$ cat src/rtl/dqd_pkg.sv
`timescale 1ns / 1ps
// Package for the debounced quadrature decoder: widths, reset values,
// register indexes, quadrature state and edge event types, transition table.
// No dependencies.
package dqd_pkg;

	// Default widths for the step accumulator and the per-line sample timers
	localparam int DELTA_WIDTH_DEF = 16;
	localparam int TIMER_WIDTH_DEF = 16;

	// Configuration port
	localparam int CFG_DATA_W  = 16;
	localparam int CFG_INDEX_W = 1;

	typedef enum logic [CFG_INDEX_W-1:0] {
		REG_DEBOUNCE_TICKS    = 1'b0,
		REG_BUTTON_ACTIVE_LOW = 1'b1
	} cfg_reg_t;

	localparam logic [CFG_DATA_W-1:0] DEBOUNCE_TICKS_RST    = 16'd5000;
	localparam logic                  BUTTON_ACTIVE_LOW_RST = 1'b1;

	// Result field width
	localparam int ROT_W = 16;

	// Quadrature phase: which lines are low (both idle high at rest)
	typedef enum logic [1:0] {
		QS_REST     = 2'd0,
		QS_A_LOW    = 2'd1,
		QS_BOTH_LOW = 2'd2,
		QS_B_LOW    = 2'd3
	} quad_state_t;

	// Accepted edge on one encoder line
	typedef enum logic [1:0] {
		EV_A_RISE = 2'd0,
		EV_A_FALL = 2'd1,
		EV_B_RISE = 2'd2,
		EV_B_FALL = 2'd3
	} quad_ev_t;

	// Quadrature transition table
	function automatic quad_state_t quad_next(quad_state_t qs, quad_ev_t ev);
		quad_state_t nxt;
		nxt = qs;
		unique case (qs)
			QS_REST: begin
				unique case (ev)
					EV_A_FALL: nxt = QS_A_LOW;
					EV_B_FALL: nxt = QS_B_LOW;
					default:   nxt = QS_REST;
				endcase
			end
			QS_A_LOW: begin
				unique case (ev)
					EV_A_RISE: nxt = QS_REST;
					EV_B_FALL: nxt = QS_BOTH_LOW;
					default:   nxt = QS_A_LOW;
				endcase
			end
			QS_BOTH_LOW: begin
				unique case (ev)
					EV_A_RISE: nxt = QS_B_LOW;
					EV_B_RISE: nxt = QS_A_LOW;
					default:   nxt = QS_BOTH_LOW;
				endcase
			end
			QS_B_LOW: begin
				unique case (ev)
					EV_A_FALL: nxt = QS_BOTH_LOW;
					EV_B_RISE: nxt = QS_REST;
					default:   nxt = QS_B_LOW;
				endcase
			end
			default: nxt = QS_REST;
		endcase
		return nxt;
	endfunction

endpackage

$ cat src/rtl/debounced_quadrature_decoder.sv
`timescale 1ns / 1ps
// Debounced quadrature decoder top level: input register, edge debounce,
// quadrature machine, step accumulator, button latch and result register.
// Depends on dqd_pkg.
//
// Usage
//   Input channel (in_valid/in_ready) carries one sample per tick: encoder
//   lines pin_a/pin_b, pin_button, and the read strobes read_rotation and
//   read_button. Output channel (out_valid/out_ready) returns exactly one
//   result per sample: rotation_delta (steps since the last read, when
//   read_rotation is set, else 0) and button_event.
//   A sample accepted into the input register is processed and lands in the
//   result register, visible on the output ports from then on. Throughput
//   is one sample per cycle while the receiver takes results; the
//   per-sample work is one pass through the debounce compare, two table
//   lookups, a saturating step decrement and a saturating step increment
//   between the input and result registers.
//   When the receiver stalls, the result register holds and the input
//   register still takes one more sample; in_ready drops only when both
//   are full.
//   Reset (arst_n low) empties both registers, puts the quadrature machine
//   at rest, clears the step count and button flags, sets all previous line
//   levels high, saturates the debounce timers and loads the configuration
//   defaults (debounce_ticks 5000, button_active_low 1). Configuration is
//   written through cfg_we/cfg_index/cfg_data with the block idle.
module debounced_quadrature_decoder #(
	parameter int DELTA_WIDTH = dqd_pkg::DELTA_WIDTH_DEF,
	parameter int TIMER_WIDTH = dqd_pkg::TIMER_WIDTH_DEF
) (
	input  logic                                clk,
	input  logic                                arst_n,
	// sample channel
	input  logic                                in_valid,
	output logic                                in_ready,
	input  logic                                pin_a,
	input  logic                                pin_b,
	input  logic                                pin_button,
	input  logic                                read_rotation,
	input  logic                                read_button,
	// result channel
	output logic                                out_valid,
	input  logic                                out_ready,
	output logic signed [dqd_pkg::ROT_W-1:0]    rotation_delta,
	output logic                                button_event,
	// configuration writes
	input  logic                                cfg_we,
	input  logic [dqd_pkg::CFG_INDEX_W-1:0]     cfg_index,
	input  logic [dqd_pkg::CFG_DATA_W-1:0]      cfg_data
);

	localparam int NLINES = 3;
	localparam int LINE_A = 0;
	localparam int LINE_B = 1;
	localparam int LINE_BTN = 2;
	localparam int CMP_W = (TIMER_WIDTH > dqd_pkg::CFG_DATA_W) ? TIMER_WIDTH
		: dqd_pkg::CFG_DATA_W;
	localparam int EXT_W = (DELTA_WIDTH > dqd_pkg::ROT_W) ? DELTA_WIDTH : dqd_pkg::ROT_W;

	localparam logic signed [DELTA_WIDTH-1:0] STEP_MAX = {1'b0, {(DELTA_WIDTH-1){1'b1}}};
	localparam logic signed [DELTA_WIDTH-1:0] STEP_MIN = {1'b1, {(DELTA_WIDTH-1){1'b0}}};
	localparam logic [TIMER_WIDTH-1:0]        TIMER_MAX = {TIMER_WIDTH{1'b1}};

	// Configuration registers
	logic [dqd_pkg::CFG_DATA_W-1:0] debounce_ticks_q;
	logic                           button_active_low_q;

	// Input register
	logic valid_s1;
	logic pin_a_s1, pin_b_s1, pin_button_s1, read_rotation_s1, read_button_s1;

	// Decoder state
	dqd_pkg::quad_state_t          quad_state_q;
	logic signed [DELTA_WIDTH-1:0] step_q;
	logic [NLINES-1:0]             prev_q;
	logic [TIMER_WIDTH-1:0]        since_q [NLINES];
	logic                          button_down_q;
	logic                          press_pending_q;

	// Result register
	logic                              out_valid_q;
	logic signed [dqd_pkg::ROT_W-1:0]  rotation_delta_q;
	logic                              button_event_q;

	logic advance;
	logic [NLINES-1:0]      level;
	logic [NLINES-1:0]      accept;
	logic [TIMER_WIDTH-1:0] since_d [NLINES];

	dqd_pkg::quad_ev_t    ev_a, ev_b;
	dqd_pkg::quad_state_t qs_mid, qs_next;
	logic                 step_dec, step_inc;

	logic signed [DELTA_WIDTH-1:0] step_mid, step_sum, step_d;
	logic signed [EXT_W-1:0]       step_ext;
	logic                          pressed, button_down_d, press_pending_d;
	logic                          evt_d;

	// Handshake: a transaction moves from the input register to the result
	// register whenever the result slot is free or being drained
	assign advance   = valid_s1 && (!out_valid_q || out_ready);
	assign in_ready  = !valid_s1 || advance;
	assign out_valid = out_valid_q;
	assign rotation_delta = rotation_delta_q;
	assign button_event   = button_event_q;

	// Configuration writes
	always_ff @(posedge clk or negedge arst_n) begin
		if (!arst_n) begin
			debounce_ticks_q    <= dqd_pkg::DEBOUNCE_TICKS_RST;
			button_active_low_q <= dqd_pkg::BUTTON_ACTIVE_LOW_RST;
		end else if (cfg_we) begin
			unique case (dqd_pkg::cfg_reg_t'(cfg_index))
				dqd_pkg::REG_DEBOUNCE_TICKS:    debounce_ticks_q <= cfg_data;
				dqd_pkg::REG_BUTTON_ACTIVE_LOW: button_active_low_q <= cfg_data[0];
				default: ;
			endcase
		end
	end

	// Input register
	always_ff @(posedge clk or negedge arst_n) begin
		if (!arst_n) begin
			valid_s1 <= 1'b0;
		end else if (in_ready) begin
			valid_s1 <= in_valid;
		end
	end

	always_ff @(posedge clk) begin
		if (in_ready && in_valid) begin
			pin_a_s1         <= pin_a;
			pin_b_s1         <= pin_b;
			pin_button_s1    <= pin_button;
			read_rotation_s1 <= read_rotation;
			read_button_s1   <= read_button;
		end
	end

	// Per-line debounce: saturating tick count, edge accepted past the limit
	assign level = {pin_button_s1, pin_b_s1, pin_a_s1};

	always_comb begin
		logic [TIMER_WIDTH-1:0] inc;
		for (int i = 0; i < NLINES; i++) begin
			inc = (since_q[i] != TIMER_MAX) ? since_q[i] + 1'b1 : since_q[i];
			accept[i] = (level[i] != prev_q[i]) &&
				(CMP_W'(inc) > CMP_W'(debounce_ticks_q));
			since_d[i] = accept[i] ? '0 : inc;
		end
	end

	// Quadrature next state: A edge first, then B edge
	assign ev_a = pin_a_s1 ? dqd_pkg::EV_A_RISE : dqd_pkg::EV_A_FALL;
	assign ev_b = pin_b_s1 ? dqd_pkg::EV_B_RISE : dqd_pkg::EV_B_FALL;

	always_comb begin
		qs_mid  = accept[LINE_A] ? dqd_pkg::quad_next(quad_state_q, ev_a) : quad_state_q;
		qs_next = accept[LINE_B] ? dqd_pkg::quad_next(qs_mid, ev_b) : qs_mid;
	end

	// Quadrature outputs: count down on closing a counter-clockwise cycle,
	// up on closing a clockwise one
	always_comb begin
		step_dec = accept[LINE_A] && (quad_state_q == dqd_pkg::QS_A_LOW) &&
			(ev_a == dqd_pkg::EV_A_RISE);
		step_inc = accept[LINE_B] && (qs_mid == dqd_pkg::QS_B_LOW) &&
			(ev_b == dqd_pkg::EV_B_RISE);
	end

	// Saturating step accumulator, cleared on read
	always_comb begin
		step_mid = (step_dec && step_q != STEP_MIN) ? step_q - 1'b1 : step_q;
		step_sum = (step_inc && step_mid != STEP_MAX) ? step_mid + 1'b1 : step_mid;
		step_ext = EXT_W'(step_sum);
		step_d   = read_rotation_s1 ? '0 : step_sum;
	end

	// Button press latch
	always_comb begin
		pressed         = button_active_low_q ? !pin_button_s1 : pin_button_s1;
		button_down_d   = button_down_q;
		press_pending_d = press_pending_q;
		if (accept[LINE_BTN]) begin
			if (pressed) begin
				if (!button_down_q) begin
					button_down_d   = 1'b1;
					press_pending_d = 1'b1;
				end
			end else begin
				button_down_d   = 1'b0;
				press_pending_d = 1'b0;
			end
		end
		evt_d = read_button_s1 && press_pending_d && button_down_d;
		if (evt_d) begin
			press_pending_d = 1'b0;
		end
	end

	// State update per processed transaction
	always_ff @(posedge clk or negedge arst_n) begin
		if (!arst_n) begin
			quad_state_q    <= dqd_pkg::QS_REST;
			step_q          <= '0;
			prev_q          <= '1;
			for (int i = 0; i < NLINES; i++) begin
				since_q[i] <= TIMER_MAX;
			end
			button_down_q   <= 1'b0;
			press_pending_q <= 1'b0;
		end else if (advance) begin
			quad_state_q    <= qs_next;
			step_q          <= step_d;
			prev_q          <= level;
			for (int i = 0; i < NLINES; i++) begin
				since_q[i] <= since_d[i];
			end
			button_down_q   <= button_down_d;
			press_pending_q <= press_pending_d;
		end
	end

	// Result register
	always_ff @(posedge clk or negedge arst_n) begin
		if (!arst_n) begin
			out_valid_q <= 1'b0;
		end else if (advance) begin
			out_valid_q <= 1'b1;
		end else if (out_ready) begin
			out_valid_q <= 1'b0;
		end
	end

	always_ff @(posedge clk) begin
		if (advance) begin
			rotation_delta_q <= read_rotation_s1 ? step_ext[dqd_pkg::ROT_W-1:0] : '0;
			button_event_q   <= evt_d;
		end
	end

	// Assertions
	a_ready_only_when_full: assert property (@(posedge clk) disable iff (!arst_n)
		!in_ready |-> (valid_s1 && out_valid_q && !out_ready))
		else $error("input stalled without a full pipeline");

	a_read_clears_steps: assert property (@(posedge clk) disable iff (!arst_n)
		(advance && read_rotation_s1) |=> (step_q == '0))
		else $error("step count not cleared after rotation read");

	a_event_while_held: assert property (@(posedge clk) disable iff (!arst_n)
		(out_valid_q && button_event_q) |-> button_down_q)
		else $error("button event reported with button released");

	a_result_from_advance: assert property (@(posedge clk) disable iff (!arst_n)
		$rose(out_valid_q) |-> $past(advance))
		else $error("result appeared without a processed transaction");

endmodule
$ cat config.mk
export PLATFORM = sky130hd
export DESIGN_NAME = debounced_quadrature_decoder
export DESIGN_NICKNAME = d
export VERILOG_FILES = /design/src/rtl/dqd_pkg.sv /design/src/rtl/debounced_quadrature_decoder.sv
export SDC_FILE = /design/constraint.sdc
export NUM_CORES = 1
export LEC_CHECK = 0
export BUFFER_PORTS_ARGS = -buffer_cell sky130_fd_sc_hd__buf_2
export CELL_PAD_IN_SITES_DETAIL_PLACEMENT = 1
export CELL_PAD_IN_SITES_GLOBAL_PLACEMENT = 2
export CORE_MARGIN = 8
export CORE_UTILIZATION = 39
export DETAILED_ROUTE_END_ITERATION = 10
export PLACE_DENSITY_LB_ADDON = 0.25
export REMOVE_ABC_BUFFERS = 1
export SLEW_MARGIN = 20
export SYNTH_ARGS = -nofsm -noshare
export SYNTH_HDL_FRONTEND = slang
export SYNTH_SLANG_ARGS = --single-unit
$ cat constraint.sdc
create_clock -name clk -period 7.7 [get_ports clk]
set_clock_uncertainty 0.1 [all_clocks]
set_input_delay 1.54 -clock clk [delete_from_list [all_inputs] [get_ports clk]]
set_output_delay 1.54 -clock clk [all_outputs]
set_load 0.05 [all_outputs]
==> flow_summary.ini <==
[timing]
final_hold_viol_count = 0
layout_min_cycle_time_ns = 6.825
rsz0062_at_grt = false
fmax_mhz = 146.5
tightest_slew_ns = 1.036
slew_viol_final = 0
final-setup-viol-count = 0
tns_ns = 0
hold_slack_ns = 0.3742
slew_headroom_pct = 30.61
min_period_over_period_pct = 88.64

[drt]
firstDrtPassIters = 5
ant_nets = 0
vias = 6378
dr.max_layer_used = met5
avgViaCountPerCell = 5.580
totalWireLength_um = 22280
post_drt_wl_per_cell_um = 19.50
drt_iter0_drc = 292
drcViolationCount = 0
dr_wl_met2_um = 10420
met1_length_um = 10840
route.met3.wl_um = 735

[setup_path]
worstSetupPathType = reg2reg
startpoint_type = flip-flop
critPathTopFamily = simple AND/OR/NAND/NOR gates
cp-end-kind = flip-flop
critPathMaxStageDelay_ns = 0.59
worst_ep_arrival_time_ns = 6.83
cp_data_required_time_ns = 7.71
crit_fanout = 10
crit_buf_inv = 0
slowest_stage = dfstp_2

[die]
die_h_um = 156.6
start_util_pct = 39.61
die_w_um = 156.6
row_count = 51
die_area_mm2 = 0.02452
core-area_mm2 = 0.01946
io_pins = 46

[logic_synthesis]
syn_inst = 847
avgSynthCellArea_um2 = 9.101
ys_warn_count = 0
yosysSeqAreaShare_pct = 38.71
async_reset_ff_share_pct = 80.36
synth-seq-cells = 112
synth_edf_count = 22
synth_area_mm2 = 0.007709
yosys.cell_types.count = 72
synthFlopType = dfstp_2

[global_routing]
grt_pass1_wl_um = 36750
grt_max_degree = 51
grt_overflow_total = 0
antenna_found_initial = 2
grtUsageTotal_pct = 18.94
grt_pass1_vias = 6751

[pwr]
vdd_ir_drop_max_mv = 0.1000
power_density_mw_per_mm2 = 218.2
leakage_nw = 3.496

[cts]
cts_buffers = 9
post_cts_resize_count = 0
ctsHoldBuffers = 0
clk_pin_slew_worst_paths_ns = 0.08
cts.sinks = 112
cts_tree = yes
clock_insertion_delay_worst_skew_ns = 0.36
cts_root_buf = clkbuf_16
htree_levels = 3
cts_buffer_depth = 2
cts_setup_buffers = 0

[final_layout]
final_cell_mix = 118 x nand2_1, 64 x o21ai_0, 57 x dfstp_2
utilization_pct = 43.43
area_delta_synth_final_pct = 9.658
layout_commonest_cell = nand2_1
fillCellCount = 2293
nets = 954
drive_gt1_share_pct = 17.67
final_cells = 1143

[placement]
gp_congestion = 0.8766
placed_cells = 1126
portBuffers = 45
place_hpwl_um = 16850

[status]
status = finished, final reports clean

[min_path]
hold_path_class = reg2reg

[flow_run]
drv_cap = 0
-- registers in the layout, summed over array words and instances (netlist names), 2 cells and up --
name and cells:
since_q 48, debounce_ticks_q 16, rotation_delta 16, step_q 16, prev_q 3, quad_state_q 2
-- path summary, 6_finish.rpt --
path	startpoint	to	slack (ns)	cells past startpoint
hold / removal	prev_q[2]$_DFFE_PN1P_	prev_q[2]$_DFFE_PN1P_	0.37	2
setup / recovery	since_q[36]$_DFFE_PN1P_	rotation_delta[11]$_SDFFCE_PN0P_	0.87	25
min in group asynchronous	arst_n	debounce_ticks_q[14]$_DFFE_PN0P_	1.08	1
max in group asynchronous	arst_n	step_q[15]$_DFFE_PN0P_	5.31	2
hold reg to reg	prev_q[2]$_DFFE_PN1P_	prev_q[2]$_DFFE_PN1P_	0.37	2
setup reg to reg	since_q[36]$_DFFE_PN1P_	rotation_delta[11]$_SDFFCE_PN0P_	0.87	25
-- per-layer routing --
| layer | track usage, % | up-vias |
|---|---|---|
| met5 | 0 | - |
| met4 | 4.348 | 2 |
| met3 | 3.365 | 22 |
| met2 | 31.08 | 87 |
| met1 | 25.44 | 3164 |
| li1 | - | 3103 |
-- metrics by stage --
step / setup WS (ns) / total power [mW] / instance area [µm²]
floorplan: 1.971 / 1.169 / 7547
global placement: 1.277 / 1.318 / 8142
detailed placement: 0.9710 / 1.352 / 8142
CTS: 0.9554 / 1.866 / 8446
global route: 0.3651 / 1.958 / 8453
finish: 0.8750 / 1.845 / 8453
-- final cells by class --
type | count | area [µm²] | share of cell area (%)
tap | 265 | 331.6 | 3.922
multi-input combinational | 666 | 4446 | 52.59
inverter | 34 | 127.6 | 1.510
clock buffer | 10 | 229.0 | 2.709
sequential | 112 | 2984 | 35.30
clock inverter | 6 | 75.07 | 0.8881
timing repair buffer | 49 | 257.7 | 3.049
antenna | 1 | 2.502 | 0.02960
-- tightest hold or removal path, cell delays in order (launching register included) --
cell and delay, ns:
dfstp_2 0.38, nand2_1 0.05, nand2_1 0.05
-- cells in the mapped netlist, drive strengths merged, types with 10 or more instances --
master  instances  area [µm²]
nand2         119       446.7
o21ai          67       335.3
dfstp          57        1498
ha             55       688.2
nor2           55       206.5
xnor2          53       464.2
a21oi          39       195.2
dfrtp          33       825.8
inv            33       123.9
nand3          32       170.2
clkbuf         26       97.59
a22o           23       201.4
edfxtp         22       660.6
nor3           20       105.1
nand4          18       118.9
and3           16       100.1
and2           15       93.84
a21o           14       105.1
o21a           13       97.59
or3            13       86.33
xor2           12       105.1
mux2           10       112.6
-- cell families (layout without fill, tap and decap cells) --
kind of cell,Yosys count,count (layout),share of synthesized area (%)
fa+ha+maj,55,55,8.927
compound gates,207,207,17.90
xor+xnor,65,65,7.385
simple gates,323,323,20.92
other cells,0,1,0
flops,112,112,38.71
mux,16,16,2.402
buf+inv,69,99,3.749
-- where the power goes --
part | leakage (nW) | switching (mW) | internal [mW]
registers | 1.24 | 0.0788 | 0.705
logic | 2.11 | 0.347 | 0.215
clock network | 0.146 | 0.241 | 0.259
Power figures use the tool's default switching activity.
